$ cat config.mk
export PLATFORM = sky130hd
export DESIGN_NAME = led_animation_sequencer_flat
export DESIGN_NICKNAME = d
export VERILOG_FILES = /design/src/rtl/las_pkg.sv /design/src/rtl/las_stream_if.sv /design/src/rtl/led_animation_sequencer.sv /design/src/rtl/las_lamp_mod.sv /design/src/flat_wrapper.sv
export SDC_FILE = /design/constraint.sdc
export NUM_CORES = 1
export LEC_CHECK = 0
export ABC_CLOCK_PERIOD_IN_PS = 13000
export BUFFER_PORTS_ARGS = -buffer_cell sky130_fd_sc_hd__buf_4
export CELL_PAD_IN_SITES_DETAIL_PLACEMENT = 0
export CELL_PAD_IN_SITES_GLOBAL_PLACEMENT = 1
export CORE_UTILIZATION = 40
export CTS_CLUSTER_SIZE = 8
export DETAILED_ROUTE_END_ITERATION = 6
export HOLD_SLACK_MARGIN = 0.03
export PLACE_DENSITY_LB_ADDON = 0.1
export SLEW_MARGIN = 20
export SYNTH_ARGS = -nofsm -noshare
export SYNTH_HDL_FRONTEND = slang
export SYNTH_HIERARCHICAL = 1
export SYNTH_SLANG_ARGS = --single-unit
$ cat constraint.sdc
create_clock -name clk -period 13 [get_ports clk]
set_input_delay 1.95 -clock clk [delete_from_list [all_inputs] [get_ports clk]]
set_output_delay 1.95 -clock clk [all_outputs]
set_load 0.02 [all_outputs]
$ cat src/rtl/las_pkg.sv
// Package for the LED animation sequencer: command and pattern codes,
// channel word types and fixed constants. No dependencies.
package las_pkg;

	localparam int LEVEL_W    = 5;
	localparam int OUT_LAMP_W = 10;
	localparam int RAND_W     = 32;
	localparam int ELAPSED_W  = 32;

	localparam logic [LEVEL_W-1:0]   MAX_LEVEL_RESET = 5'd31;
	localparam logic [ELAPSED_W-1:0] PERIOD_RESET_MS = 32'd128;
	localparam logic [2:0]           DROP_LAST       = 3'd4;

	typedef enum logic [2:0] {
		CMD_TICK       = 3'd0,
		CMD_PRESS_BACK = 3'd1,
		CMD_PRESS_FWD  = 3'd2,
		CMD_PRESS_MODE = 3'd3,
		CMD_LONG_BACK  = 3'd4,
		CMD_LONG_FWD   = 3'd5,
		CMD_LONG_MODE  = 3'd6
	} cmd_t;

	typedef enum logic [2:0] {
		PAT_CHASE        = 3'd0,
		PAT_BOUNCE       = 3'd1,
		PAT_TOGGLE_CHASE = 3'd2,
		PAT_TOGGLE_BNC   = 3'd3,
		PAT_ALT_PAIRS    = 3'd4,
		PAT_CROSSROADS   = 3'd5,
		PAT_NOISE        = 3'd6,
		PAT_RAINDROPS    = 3'd7
	} pat_t;

	typedef struct packed {
		cmd_t              command;
		logic [RAND_W-1:0] random_word;
	} event_word_t;

	typedef struct packed {
		logic [OUT_LAMP_W-1:0] led_pattern;
		logic                  animated_mode;
		logic [2:0]            pattern_index;
		logic                  moving_backward;
	} display_word_t;

endpackage

$ cat src/rtl/las_stream_if.sv
// Valid/ready channel carrying one word of a chosen type.
// Used with the word types of las_pkg.
interface las_stream_if #(parameter type word_t = logic);
	logic  valid;
	logic  ready;
	word_t data;

	modport source (output valid, output data, input ready);
	modport sink (input valid, input data, output ready);
endinterface

$ cat src/rtl/led_animation_sequencer.sv
// LED animation sequencer top level: input register, pattern step logic and
// result register. Uses las_pkg, las_stream_if and las_lamp_mod.
//
//   channel    dir  word            handshake
//   events     in   event_word_t    valid/ready
//   display    out  display_word_t  valid/ready
//   cfg        in   max_level       cfg_we, no back-pressure
//
// One word per cycle sustained while display is not stalled; a result is offered once
// its event has passed the input register and the state update into the result register.
// Reset clears the state to lamp 0 lit, manual, forward, pattern 0, level
// START_LEVEL, 128 ms period, max_level 31.
// A stalled result holds the input register; events stay accepted while it is free.
module led_animation_sequencer #(
	parameter int LAMP_COUNT  = 10,
	parameter int START_LEVEL = 8
) (
	input  logic                         clk,
	input  logic                         arst_n,
	input  logic                         cfg_we,
	input  logic [las_pkg::LEVEL_W-1:0]  cfg_wdata,
	las_stream_if.sink                   events,
	las_stream_if.source                 display
);
	import las_pkg::*;

	localparam int IW   = $clog2(LAMP_COUNT);
	localparam int POSW = $clog2(LAMP_COUNT + 1);
	localparam int PW   = IW + 3;

	localparam logic signed [PW-1:0] ZERO_S = PW'(0);
	localparam logic signed [PW-1:0] ONE_S  = PW'(1);
	localparam logic signed [PW-1:0] TWO_S  = PW'(2);
	localparam logic signed [PW-1:0] N_S    = PW'(LAMP_COUNT);
	localparam logic signed [PW-1:0] N2_S   = PW'(2 * LAMP_COUNT);

	function automatic logic [LAMP_COUNT-1:0] lamp_put(input logic [LAMP_COUNT-1:0] v,
			input logic signed [PW-1:0] i, input logic on);
		logic [LAMP_COUNT-1:0] r;
		r = v;
		if (i >= ZERO_S && i < N_S) begin
			r[i[IW-1:0]] = on;
		end
		return r;
	endfunction

	function automatic logic [LAMP_COUNT-1:0] lamp_flip(input logic [LAMP_COUNT-1:0] v,
			input logic signed [PW-1:0] i);
		logic [LAMP_COUNT-1:0] r;
		r = v;
		if (i >= ZERO_S && i < N_S) begin
			r[i[IW-1:0]] = ~v[i[IW-1:0]];
		end
		return r;
	endfunction

	function automatic logic signed [PW-1:0] move_wrap(input logic signed [PW-1:0] p,
			input logic bk);
		logic signed [PW-1:0] q;
		if (bk) begin
			q = p - ONE_S;
			if (q < ZERO_S) begin
				q = q + N_S;
			end
		end else begin
			q = p + ONE_S;
			if (q >= N_S) begin
				q = q - N_S;
			end
		end
		return q;
	endfunction

	// returns {new direction, new position}
	function automatic logic [PW:0] move_bounce(input logic signed [PW-1:0] p,
			input logic bk, input logic tog);
		logic signed [PW-1:0] q;
		logic                 b;
		b = bk;
		if (bk) begin
			q = p - ONE_S;
			if (q < ZERO_S) begin
				q = tog ? -q - ONE_S : -q;
				b = 1'b0;
			end
		end else begin
			q = p + ONE_S;
			if (q >= N_S) begin
				q = tog ? N2_S - q - ONE_S : N2_S - q - TWO_S;
				b = 1'b1;
			end
		end
		return {b, q};
	endfunction

	// input register
	logic          valid_s1;
	cmd_t          cmd_s1;
	logic [IW-1:0] ridx_s1;
	logic [IW-1:0] ridx;
	logic          adv;

	// state
	logic [LAMP_COUNT-1:0] lamp_q;
	logic [POSW-1:0]       pos_q;
	logic                  bk_q;
	logic                  auto_q;
	pat_t                  sel_q;
	logic [LEVEL_W-1:0]    lvl_q;
	logic [ELAPSED_W-1:0]  per_q;
	logic [ELAPSED_W-1:0]  el_q;
	logic [2:0]            ds_q;
	logic [LEVEL_W-1:0]    max_q;

	// result register
	logic          out_valid_q;
	display_word_t out_q;

	// next state
	logic [LAMP_COUNT-1:0] lb_n;
	logic signed [PW-1:0]  p;
	logic [PW:0]           bnc;
	logic                  bk_n;
	logic                  auto_n;
	pat_t                  sel_n;
	logic [LEVEL_W-1:0]    lvl_n;
	logic [ELAPSED_W-1:0]  per_n;
	logic [ELAPSED_W-1:0]  el_n;
	logic [2:0]            ds_n;
	logic                  do_step;
	logic                  do_level;
	logic [LEVEL_W:0]      lvl_req;
	logic [LEVEL_W-1:0]    top;
	logic [OUT_LAMP_W-1:0] led_n;

	las_lamp_mod #(.LAMP_COUNT(LAMP_COUNT)) u_lamp_mod (
		.word (events.data.random_word),
		.idx  (ridx)
	);

	assign adv          = valid_s1 && (!out_valid_q || display.ready);
	assign events.ready = !valid_s1 || adv;
	assign display.valid = out_valid_q;
	assign display.data  = out_q;

	always_ff @(posedge clk or negedge arst_n) begin
		if (!arst_n) begin
			valid_s1 <= 1'b0;
		end else if (events.ready) begin
			valid_s1 <= events.valid;
		end
	end

	always_ff @(posedge clk) begin
		if (events.valid && events.ready) begin
			cmd_s1  <= events.data.command;
			ridx_s1 <= ridx;
		end
	end

	always_ff @(posedge clk or negedge arst_n) begin
		if (!arst_n) begin
			max_q <= MAX_LEVEL_RESET;
		end else if (cfg_we) begin
			max_q <= cfg_wdata;
		end
	end

	always_comb begin
		lb_n     = lamp_q;
		p        = PW'(pos_q);
		bnc      = '0;
		bk_n     = bk_q;
		auto_n   = auto_q;
		sel_n    = sel_q;
		lvl_n    = lvl_q;
		per_n    = per_q;
		el_n     = el_q;
		ds_n     = ds_q;
		do_step  = 1'b0;
		do_level = 1'b0;
		lvl_req  = '0;
		top      = (max_q == '0) ? LEVEL_W'(1) : max_q;

		unique case (cmd_s1)
			CMD_TICK: begin
				el_n = el_q + ELAPSED_W'(1);
				if (auto_q && el_n > per_q) begin
					do_step = 1'b1;
					el_n    = el_n - per_q;
				end
			end
			CMD_PRESS_BACK: begin
				if (!auto_q) begin
					bk_n    = 1'b1;
					do_step = 1'b1;
				end else begin
					lvl_req  = {1'b0, lvl_q} + (LEVEL_W+1)'(1);
					do_level = 1'b1;
				end
			end
			CMD_PRESS_FWD: begin
				if (!auto_q) begin
					bk_n    = 1'b0;
					do_step = 1'b1;
				end else begin
					lvl_req  = (lvl_q == '0) ? '0 : {1'b0, lvl_q} - (LEVEL_W+1)'(1);
					do_level = 1'b1;
				end
			end
			CMD_PRESS_MODE: begin
				if (auto_q) begin
					el_n = '0;
					lb_n = '0;
					p    = ZERO_S;
					bk_n = 1'b0;
				end
				sel_n = pat_t'(sel_q + 3'd1);
			end
			CMD_LONG_BACK: bk_n = 1'b1;
			CMD_LONG_FWD:  bk_n = 1'b0;
			CMD_LONG_MODE: begin
				if (!auto_q) begin
					el_n   = '0;
					auto_n = 1'b1;
				end else begin
					auto_n = 1'b0;
				end
			end
			default: ;
		endcase

		if (do_level) begin
			if (lvl_req == '0) begin
				lvl_req = (LEVEL_W+1)'(1);
			end
			if (lvl_req > {1'b0, top}) begin
				lvl_req = {1'b0, top};
			end
			lvl_n = lvl_req[LEVEL_W-1:0];
			per_n = ELAPSED_W'(1) << lvl_n;
		end

		if (do_step) begin
			unique case (sel_q)
				PAT_CHASE: begin
					lb_n = lamp_put(lb_n, p, 1'b0);
					p    = move_wrap(p, bk_n);
					lb_n = lamp_put(lb_n, p, 1'b1);
				end
				PAT_BOUNCE: begin
					lb_n = lamp_put(lb_n, p, 1'b0);
					bnc  = move_bounce(p, bk_n, 1'b0);
					bk_n = bnc[PW];
					p    = $signed(bnc[PW-1:0]);
					lb_n = lamp_put(lb_n, p, 1'b1);
				end
				PAT_TOGGLE_CHASE: begin
					lb_n = lamp_flip(lb_n, p);
					p    = move_wrap(p, bk_n);
				end
				PAT_TOGGLE_BNC: begin
					lb_n = lamp_flip(lb_n, p);
					bnc  = move_bounce(p, bk_n, 1'b1);
					bk_n = bnc[PW];
					p    = $signed(bnc[PW-1:0]);
				end
				PAT_ALT_PAIRS: begin
					for (int i = 0; i < LAMP_COUNT / 2; i++) begin
						lb_n = lamp_put(lb_n, PW'(2 * i) + p, 1'b0);
					end
					p = p ^ ONE_S;
					for (int i = 0; i < LAMP_COUNT / 2; i++) begin
						lb_n = lamp_put(lb_n, PW'(2 * i) + p, 1'b1);
					end
				end
				PAT_CROSSROADS: begin
					lb_n = lamp_put(lb_n, p, 1'b0);
					lb_n = lamp_put(lb_n, N_S - p - ONE_S, 1'b0);
					p    = move_wrap(p, bk_n);
					lb_n = lamp_put(lb_n, p, 1'b1);
					lb_n = lamp_put(lb_n, N_S - p - ONE_S, 1'b1);
				end
				PAT_NOISE: begin
					lb_n = lamp_put(lb_n, p, 1'b0);
					p    = PW'(ridx_s1);
					lb_n = lamp_put(lb_n, p, 1'b1);
				end
				PAT_RAINDROPS: begin
					case (ds_q)
						3'd0: begin
							p    = PW'(ridx_s1);
							lb_n = lamp_put(lb_n, p, 1'b1);
						end
						3'd1: begin
							lb_n = lamp_put(lb_n, p - ONE_S, 1'b1);
							lb_n = lamp_put(lb_n, p + ONE_S, 1'b1);
						end
						3'd2: begin
							lb_n = lamp_put(lb_n, p, 1'b0);
							lb_n = lamp_put(lb_n, p - TWO_S, 1'b1);
							lb_n = lamp_put(lb_n, p + TWO_S, 1'b1);
						end
						3'd3: begin
							lb_n = lamp_put(lb_n, p - ONE_S, 1'b0);
							lb_n = lamp_put(lb_n, p + ONE_S, 1'b0);
						end
						3'd4: begin
							lb_n = lamp_put(lb_n, p - TWO_S, 1'b0);
							lb_n = lamp_put(lb_n, p + TWO_S, 1'b0);
						end
						default: ;
					endcase
					ds_n = (ds_q >= DROP_LAST) ? 3'd0 : ds_q + 3'd1;
				end
				default: ;
			endcase
		end
	end

	if (LAMP_COUNT >= OUT_LAMP_W) begin : g_led_wide
		assign led_n = lb_n[OUT_LAMP_W-1:0];
	end else begin : g_led_narrow
		assign led_n = {{(OUT_LAMP_W-LAMP_COUNT){1'b0}}, lb_n};
	end

	always_ff @(posedge clk or negedge arst_n) begin
		if (!arst_n) begin
			lamp_q <= LAMP_COUNT'(1);
			pos_q  <= '0;
			bk_q   <= 1'b0;
			auto_q <= 1'b0;
			sel_q  <= PAT_CHASE;
			lvl_q  <= LEVEL_W'(START_LEVEL);
			per_q  <= PERIOD_RESET_MS;
			el_q   <= '0;
			ds_q   <= '0;
		end else if (adv) begin
			lamp_q <= lb_n;
			pos_q  <= p[POSW-1:0];
			bk_q   <= bk_n;
			auto_q <= auto_n;
			sel_q  <= sel_n;
			lvl_q  <= lvl_n;
			per_q  <= per_n;
			el_q   <= el_n;
			ds_q   <= ds_n;
		end
	end

	always_ff @(posedge clk or negedge arst_n) begin
		if (!arst_n) begin
			out_valid_q <= 1'b0;
		end else if (adv) begin
			out_valid_q <= 1'b1;
		end else if (display.ready) begin
			out_valid_q <= 1'b0;
		end
	end

	always_ff @(posedge clk) begin
		if (adv) begin
			out_q.led_pattern     <= led_n;
			out_q.animated_mode   <= auto_n;
			out_q.pattern_index   <= sel_n;
			out_q.moving_backward <= bk_n;
		end
	end

endmodule

$ cat src/rtl/las_lamp_mod.sv
// Reduces a 32-bit random word modulo the lamp count: two folds by 2^16 mod N,
// then a reciprocal multiply for the quotient and a subtract for the remainder. Uses las_pkg.
module las_lamp_mod #(
	parameter int LAMP_COUNT = 10
) (
	input  logic [las_pkg::RAND_W-1:0]   word,
	output logic [$clog2(LAMP_COUNT)-1:0] idx
);
	import las_pkg::*;

	localparam int          IW    = $clog2(LAMP_COUNT);
	localparam int          FOLD  = 65536 % LAMP_COUNT;
	localparam int          K     = 23;
	localparam logic [21:0] RECIP = 22'(((64'd1 << K) + LAMP_COUNT - 1) / LAMP_COUNT);

	logic [20:0] x1;
	logic [16:0] x2;
	logic [38:0] prod;
	logic [15:0] quot;
	logic [16:0] rem;

	assign x1   = 21'(word[31:16]) * 21'(FOLD) + 21'(word[15:0]);
	assign x2   = 17'(x1[20:16]) * 17'(FOLD) + 17'(x1[15:0]);
	assign prod = 39'(x2) * 39'(RECIP);
	assign quot = prod[38:K];
	assign rem  = x2 - 17'(22'(quot) * 22'(LAMP_COUNT));
	assign idx  = rem[IW-1:0];

endmodule

$ cat src/flat_wrapper.sv
// flat-port wrapper written by rule: the top's interface ports become plain ports
module led_animation_sequencer_flat import las_pkg::*;
#(
	parameter int LAMP_COUNT  = 10,
	parameter int START_LEVEL = 8
)
  (clk, arst_n, cfg_we, cfg_wdata, events_valid, events_data, events_ready, display_valid, display_data, display_ready);
  las_stream_if #(.word_t(event_word_t)) events_i ();
  las_stream_if #(.word_t(display_word_t)) display_i ();
  input  logic clk;
  input  logic arst_n;
  input  logic cfg_we;
  input  logic [las_pkg::LEVEL_W-1:0] cfg_wdata;
  input wire logic [$bits(events_i.valid)-1:0] events_valid;
  input wire logic [$bits(events_i.data)-1:0] events_data;
  output wire logic [$bits(events_i.ready)-1:0] events_ready;
  output wire logic [$bits(display_i.valid)-1:0] display_valid;
  output wire logic [$bits(display_i.data)-1:0] display_data;
  input wire logic [$bits(display_i.ready)-1:0] display_ready;
  assign events_i.valid = events_valid;
  assign events_i.data = events_data;
  assign events_ready = events_i.ready;
  assign display_valid = display_i.valid;
  assign display_data = display_i.data;
  assign display_i.ready = display_ready;
  led_animation_sequencer #(.LAMP_COUNT(LAMP_COUNT), .START_LEVEL(START_LEVEL)) u_core (.clk(clk), .arst_n(arst_n), .cfg_we(cfg_we), .cfg_wdata(cfg_wdata), .events(events_i), .display(display_i));
endmodule
==> results.md, run 1 <==
* R2R Path End: u_core/display.data[13]
* Antenna violations before repair at 0
* Share of the synthesized area in the top cell type at 14.7%
* Count leader, synth: inv_1
* Buf/Inv on CP at 9
* DRT antenna net count at 0
* RSZ-0062 raised after global routing: yes
* GRT overflow at 0
* Largest family of logic cells by synthesized area: compound AO/OA/AOI/OAI gates
* Crit path launch: events_data[16]
* WS Path Type: in2reg
* Post-DR wirelength/cell at between 20 and 25 um
* HP Class: reg2reg
* First-pass GRT wire length at 99500 um
* Most numerous cell on the critical path: xnor2_1
* Std-Cell Rows at 77
* Final cell count without fillers at 3041
* Flop2flop setup slack at 5.90 ns
* Synth top cells by count: 260 x inv_1, 214 x ha_1, 214 x nand2_1, 142 x a21oi_1, 130 x o21ai_0
* Synth Flop Type: dfrtp_1
* Mapped cell area at 0.0182 mm^2
* Detailed-placement wirelength estimate at 49800 um
* Fraction of layout cells with a size suffix above 1 at 19.0%
* Syn. warnings at 6
* CTS tree: yes
* Synth unique cells at 115
* Hold Path Sink: u_core/per_q[7]
* Placed cell count at a little under 3000
* Clk slew on worst S/H paths at ~0.07 ns
* Setup violators final at 0
* Max frequency at 77.1 MHz
* Largest area contributor in the netlist: ha_1
* Worst hold start: u_core/per_q[7]
* Sink Count at between 100 and 150
* Seq/Total Area, Yosys at 17.1%
* Syn Nets at 2598
* Inserted Clock Buffers at 17
* CP startpoint kind: primary input
* Flops & latches, synth at 120
* Die area at 0.0464 mm^2
* CP Capture Type: register
* Worst Reg2Reg Path Length in Cells at 23
* Fin. max-slew vios at 0
* Vias in the first global route at roughly 17000
* Number of synthesized flops with an enable pin at 22
* Period utilization at 99.7%
* Hold Path Cell Cnt at 2
* CP arrival at 13.15 ns
* Largest net degree at the start of global routing at 56
* Layout net count at 2771
* H-tree Lvls at 4
* CTS max path bufs at 2
* Vias/cell at 5.84
* Max_slew headroom at 20.0%
* Vias at approximately 18000
* Slowest-stage cell, CP: fa_1
* Mux cell area share after synthesis at 2.70%
* Die Ht at 215 um
* Diode count at 0
* Filler Cells Inserted at 4453
* IO buf count at 61
* Compound-Gate Fraction of Synth Area at 25.1%
* Final Hold Fails at 0
* Drt pass-1 iters at 6
* Die span in x at 215 um
* Area Growth Syn to Fin at 18.8%
* Max-cap violations at 0
* Post-CTS Hold Buffers at 0
* Initial Util at 40.8%
* Clk root buf: clkbuf_16
* Register area at 0.00312 mm^2
* Drt total wl at 63700 um
* Leading post-synthesis cells by cell area: ha_1 15%, dfrtp_1 12%, fa_1 8.3%
* Mean area per synthesized cell at 8.05 um^2
* Hold_ws at around 0.47 ns
* Mapped Cells at 2263
* Clock skew at 0.0132 ns
* Largest stage delay, worst path at 0.59 ns
* Post-synthesis xor/xnor area fraction at about 5.6%
* Fin crit period at 12.96 ns
* Final GP Congestion at 1.02
* # DRC at 0
* Area of the multi-input gates at 0.0143 mm^2
* RR Startpoint: u_core/auto_q
* CORE AREA at 0.0446 mm^2
* Total I/O pin count at 62
* CP top delay family: adder cells
* Critical Path Fanout Max at 4
* Fraction of registers with async set/reset at roughly four fifths
* Overall Global Routing Usage at between 20% and 30%
* Critical Path RT at 13.18 ns
* Drt initial violations at ~1500
* Post-Synth Adder-Cell Area at around 23%
* Clock latency on the worst-skew pair at ~0.43 ns
* Outcome: completed
* Post-Synth Simple-Gate Area at 18.6%
* Worst slew pin tran at 1.17 ns
==> kinds of logic (layout without fill, tap and decap cells) <==
| family | after synthesis | count (layout) |
|---|---|---|
| muxes | 45 | 45 |
| AOI/OAI and AO/OA | 663 | 663 |
| adders and majority gates | 290 | 290 |
| DFF | 120 | 120 |
| and+or+nand+nor | 668 | 668 |
| buffers and inverters | 361 | 547 |
| xor gates and xnor gates | 116 | 116 |
==> final cells by class <==
class                           count  area share [%]
Sequential cell                   120            14.4
Tap cell                          592            3.42
Clock buffer                       18            2.08
Timing Repair Buffer              253            8.91
Clock inverter                     14           0.566
Multi-Input combinational cell   1782            66.0
Inverter                          262            4.54
==> flip-flops by register name, summed over array words and instances, names as in the netlist <==
signal and cells:
u_core/ridx_s1 4, u_core/max_q 5, u_core/sel_q 3, u_core/ds_q 3, u_core/lvl_q 5, u_core/display.data 15
u_core/per_q 32, u_core/pos_q 4, u_core/el_q 32, u_core/display.valid 1, u_core/cmd_s1 3, u_core/valid_s1 1
u_core/lamp_q 10, u_core/auto_q 1, u_core/bk_q 1
==> worst register-to-register path, cell delays in order (launching register included) <==
cell and delay, ns:
dfrtp_1 0.62, nand4b_4 0.21, buf_4 0.48, nand2_1 0.44, inv_1 0.33, ha_1 0.43
nor2b_1 0.11, nand2_1 0.22, nand2_1 0.26, inv_2 0.24, ha_1 0.20, nand4_1 0.19
a31o_1 0.50, a211o_1 0.43, and2_1 0.28, ha_1 0.42, nor2_1 0.28, nand2_1 0.10
a2111oi_0 0.36, a32oi_1 0.10, o21ai_0 0.19, a21oi_1 0.14, a31o_1 0.26, o21ai_1 0.13
==> cells in the final DEF (no fill, tap or decap), drive strengths merged, types with 31 or more instances in the layout <==
| cell | n |
|---|---|
| nand2 | 214 |
| fa | 76 |
| a21oi | 145 |
| o21ai | 163 |
| buf | 253 |
| xnor2 | 78 |
| inv | 272 |
| and3 | 31 |
| nor2 | 117 |
| nor3 | 43 |
| a21o | 46 |
| a31oi | 36 |
| ha | 214 |
| xor2 | 38 |
| nand3 | 85 |
| dfrtp | 90 |
==> what timing repair did <==
action | CTS | global route
pin swaps | 27 | 79
setup buffers | 11 | 17
gates cloned | 0 | 0
endpoints found under the hold margin | 0 | 0
setup endpoints to repair | 1 | 2
resized for setup | 7 | 83
==> how the worst max path moves through the flow <==
stage,to,slack (ns),cells after the start
global route,u_core/ridx_s1[3],-0.47,55
CTS,u_core/ridx_s1[3],-0.0006,56
global placement,u_core/ridx_s1[3],-0.43,53
detailed placement,u_core/ridx_s1[3],-0.68,53
floorplan,u_core/ridx_s1[3],-0.04,51
finish,u_core/ridx_s1[3],0.04,54
==> metrics by stage <==
step	area [um^2]	utilization (%)	worst slack, ns	setup TNS, ns
3_5_place_dp	20400	45.7	-0.684	-0.684
6_report	21600	48.5	0.0370	0
3_3_place_gp	20400	45.7	-0.431	-0.431
5_1_grt	21600	48.5	-0.465	-0.465
4_1_cts	21100	47.2	-0.000598	-0.000598
2_1_floorplan	18400	-	-0.0380	-0.0380
==> layer usage <==
| layer | up-vias | share of wire, % | track usage [%] |
|---|---|---|---|
| li1 | 8465 | - | - |
| met1 | 8603 | 46 | 38.4 |
| met2 | 600 | 46 | 43.8 |
| met3 | 98 | 5.6 | 2.62 |
| met4 | 0 | 2.8 | 8.16 |
| met5 | - | 0 | 0 |
Power of run 1 is left out: the tool's default activity adds up to more than one toggle a clock period on the data nets, which glitch-free logic cannot reach.
==> inputs of run 2 (changes only) <==
--- a/config.mk
+++ b/config.mk
@@ -17,5 +17,4 @@
 export SLEW_MARGIN = 20
 export SYNTH_ARGS = -nofsm -noshare
 export SYNTH_HDL_FRONTEND = slang
-export SYNTH_HIERARCHICAL = 1
 export SYNTH_SLANG_ARGS = --single-unit
==> run 2 against run 1 <==
  * Non-clock buffer count shrank 50
  * Synthesized area shrank 5.0%
  * Clock skew grew 0.00076 ns
  * Via count shrank 7.9%
  * Critical path depth shrank 2
  * Cell area shrank 7.1%
  * Critical endpoint is now u_core.ridx_s1[3]
==> results.md, run 2 <==
* Final GP Congestion at 0.957 (was 1.02)
* Setup violators final at 0 (unchanged)
* DRT antenna net count at 0 (unchanged)
* CTS tree: yes (unchanged)
* Vias/cell at 5.73 (was 5.84)
* Drt total wl at 56500 um (was 63700 um)
* Critical Path RT at 13.16 ns (was 13.18 ns)
* RSZ-0062 raised after global routing: yes (unchanged)
* Placed cell count at 2812 (was 2981)
* Antenna violations before repair at 0 (unchanged)
* Most common cell after layout, fill and taps aside: inv_1 (unchanged)
* H-tree Lvls at 4 (unchanged)
* Clk root buf: clkbuf_16 (unchanged)
* Seq/Total Area, Yosys at 18.0% (was 17.1%)
* Final instance area at 0.0201 mm^2 (was 0.0216 mm^2)
* RR Startpoint: u_core.cmd_s1[2] (was u_core/auto_q)
* Fraction of layout cells with a size suffix above 1 at 15.4% (was 19.0%)
* Initial Util at 40.9% (was 40.8%)
* Post-CTS Hold Buffers at 0 (unchanged)
* Crit path launch: events_data[17] (was events_data[16])
* Final cell count without fillers at 2855 (was 3041)
* Inserted Clock Buffers at 17 (unchanged)
* Flop2flop setup slack at 6.58 ns (was 5.90 ns)
* CORE AREA at 0.0423 mm^2 (was 0.0446 mm^2)
* Most frequent cells in the layout: 236 x inv_1, 204 x ha_1, 201 x buf_4 (was 246 x inv_1, 245 x buf_4, 213 x nand2_1)
* Synth unique cells at 97 (was 115)
* Largest net degree at the start of global routing at 54 (was 56)
* IO buf count at 61 (unchanged)
* Detailed-placement wirelength estimate at 45200 um (was 49800 um)
* Critical Path Fanout Max at 4 (unchanged)
* Mapped cell area at 0.0173 mm^2 (was 0.0182 mm^2)
* Syn Nets at 2458 (was 2598)
* Worst setup path endpoint: u_core.ridx_s1[3] (was u_core/ridx_s1[3])
* CP Capture Type: register (unchanged)
* GRT overflow at 0 (unchanged)
* CTS max path bufs at 2 (unchanged)
* Diode count at 0 (unchanged)
* Drt initial violations at 1133 (was 1465)
* Clock latency on the worst-skew pair at 0.42 ns (was 0.43 ns)
* Number of synthesized flops with an enable pin at 22 (unchanged)
* Fin crit period at 12.84 ns (was 12.96 ns)
* Clock skew at 0.0140 ns (was 0.0132 ns)
* HP Class: reg2reg (unchanged)
* Drt pass-1 iters at 7 (was 6)
* Placed Instance Area at 0.0191 mm^2 (was 0.0204 mm^2)
* Clk slew on worst S/H paths at 0.06 ns (was 0.07 ns)
* Fraction of registers with async set/reset at 81.7% (unchanged)
* # DRC at 0 (unchanged)
* Post-DR wirelength/cell at 19.8 um (was 21.0 um)
* Mean area per synthesized cell at 8.15 um^2 (was 8.05 um^2)
* Outcome: completed (unchanged)
* Max frequency at 77.9 MHz (was 77.1 MHz)
* Layout net count at 2598 (was 2771)
* Synth Flop Type: dfrtp_1 (unchanged)
* Largest stage delay, worst path at 0.61 ns (was 0.59 ns)
* Worst Reg2Reg Path Length in Cells at 20 (was 23)
* Die area at 0.0441 mm^2 (was 0.0464 mm^2)
* Synth top cells by count: 242 x inv_1, 212 x ha_1, 194 x nand2_1, 133 x o21ai_0, 123 x a21oi_1 (was 260 x inv_1, 214 x ha_1, 214 x nand2_1, 142 x a21oi_1, 130 x o21ai_0)
* Filler Cells Inserted at 4178 (was 4453)
* Final Hold Fails at 0 (unchanged)
* Syn. warnings at 0 (was 6)
* Sink Count at 120 (unchanged)
* Flops & latches, synth at 120 (unchanged)
* WS Path Type: in2reg (unchanged)
* Die Ht at 210 um (was 215 um)
* CP startpoint kind: primary input (unchanged)
* Share of the synthesized area in the top cell type at 15.3% (was 14.7%)
* Std-Cell Rows at 75 (was 77)
* Most numerous cell on the critical path: a21oi_2 (was xnor2_1)
* Vias at 16355 (was 17766)
* Fin. max-slew vios at 0 (unchanged)
* Area Growth Syn to Fin at 16.1% (was 18.8%)
* Worst slew pin tran at 1.06 ns (was 1.17 ns)
* Slowest-stage cell, CP: fa_2 (was fa_1)
* Total I/O pin count at 62 (unchanged)
* Max_slew headroom at 28.4% (was 20.0%)
* First-pass GRT wire length at 89200 um (was 99500 um)
* Period utilization at 98.8% (was 99.7%)
* Vias in the first global route at 16230 (was 17210)
* Largest area contributor in the netlist: ha_1 (unchanged)
* Mapped Cells at 2125 (was 2263)
* Count leader, synth: inv_1 (unchanged)
* Die span in x at 210 um (was 215 um)
* CP arrival at 13.00 ns (was 13.15 ns)
* Overall Global Routing Usage at 25.7% (was 27.2%)
* R2R Path End: u_core.display.data[5] (was u_core/display.data[13])
* Leading post-synthesis cells by cell area: ha_1 15%, dfrtp_1 13%, fa_1 8.8% (was ha_1 15%, dfrtp_1 12%, fa_1 8.3%)
* Max-cap violations at 0 (unchanged)
## run 2: cell types whose count changed after synthesis, moves of 18 or more
cell,before,now
a21oi_1,142,123
inv_1,260,242
xnor2_1,77,98
a22o_1,13,37
nand2_1,214,194
o21ai_1,31,5
## run 2: cells by family (layout without fill, tap and decap cells)
logic type               count (synthesis)  count (layout)  share of synthesized area [%]
AO/OA/AOI/OAI                          598             598                           23.5
buffers and inverters                  327             480                           7.43
XOR/XNOR                               128             128                           6.47
adder cells (fa/ha/maj)                288             288                           24.1
flip-flops                             120             120                           18.0
multiplexers                            35              35                           2.30
AND/OR/NAND/NOR                        629             629                           18.2
## run 2: final cells by class
type,instances,area (um^2),area share [%]
multi-input cells,1678,13200,65.9
flip-flops and latches,120,3120,15.5
repair buffers,203,1540,7.63
inverters,245,922,4.58
well taps,577,722,3.59
clock buffers,24,462,2.30
clock inverters,8,100,0.498
## run 2: how the worst min path moves through the flow
stage,end,startpoint,cells past startpoint
final,u_core.per_q[20],u_core.per_q[20],1
after global routing,u_core.per_q[20],u_core.per_q[20],1
after floorplan,u_core.lamp_q[0],u_core.lamp_q[0],2
after CTS,u_core.per_q[14],u_core.per_q[14],1
after global placement,u_core.lamp_q[0],u_core.lamp_q[0],2
after detailed placement,u_core.per_q[6],u_core.per_q[6],1
## run 2: worst max-delay path, delay by kind of cell
kind	cells	cell delay, ns
AO/OA/AOI/OAI	17	3.13
XOR/XNOR	8	1.24
adder cells (fa/ha/maj)	14	5.40
buffers and inverters	7	0.62
AND/OR/NAND/NOR	6	0.62
## run 2: repair_timing
| item | in CTS | in global routing |
|---|---|---|
| buffers inserted | 1 | 10 |
| pin swaps | 11 | 68 |
| resized for setup | 15 | 59 |
| endpoints found under the setup margin | 1 | 2 |
## run 2: routing by layer
metal / track usage [%] / part of all wire, %
met4: 8.43 / 3.0
met2: 43.2 / 47
met5: 0 / 0
met1: 34.4 / 45
met3: 2.49 / 4.3
## run 2: per-stage QoR
stage	hold slack (ns)	util [%]	setup slack, ns	setup TNS, ns
2_1_floorplan	0.453	-	0.0207	0
3_3_place_gp	0.480	45.2	-0.410	-0.410
3_5_place_dp	0.494	45.2	-0.654	-0.691
4_1_cts	0.510	46.7	0.00382	0
5_1_grt	0.527	47.5	-0.316	-0.316
6_report	0.505	47.5	0.159	0
Power of run 2 is left out for the same reason.
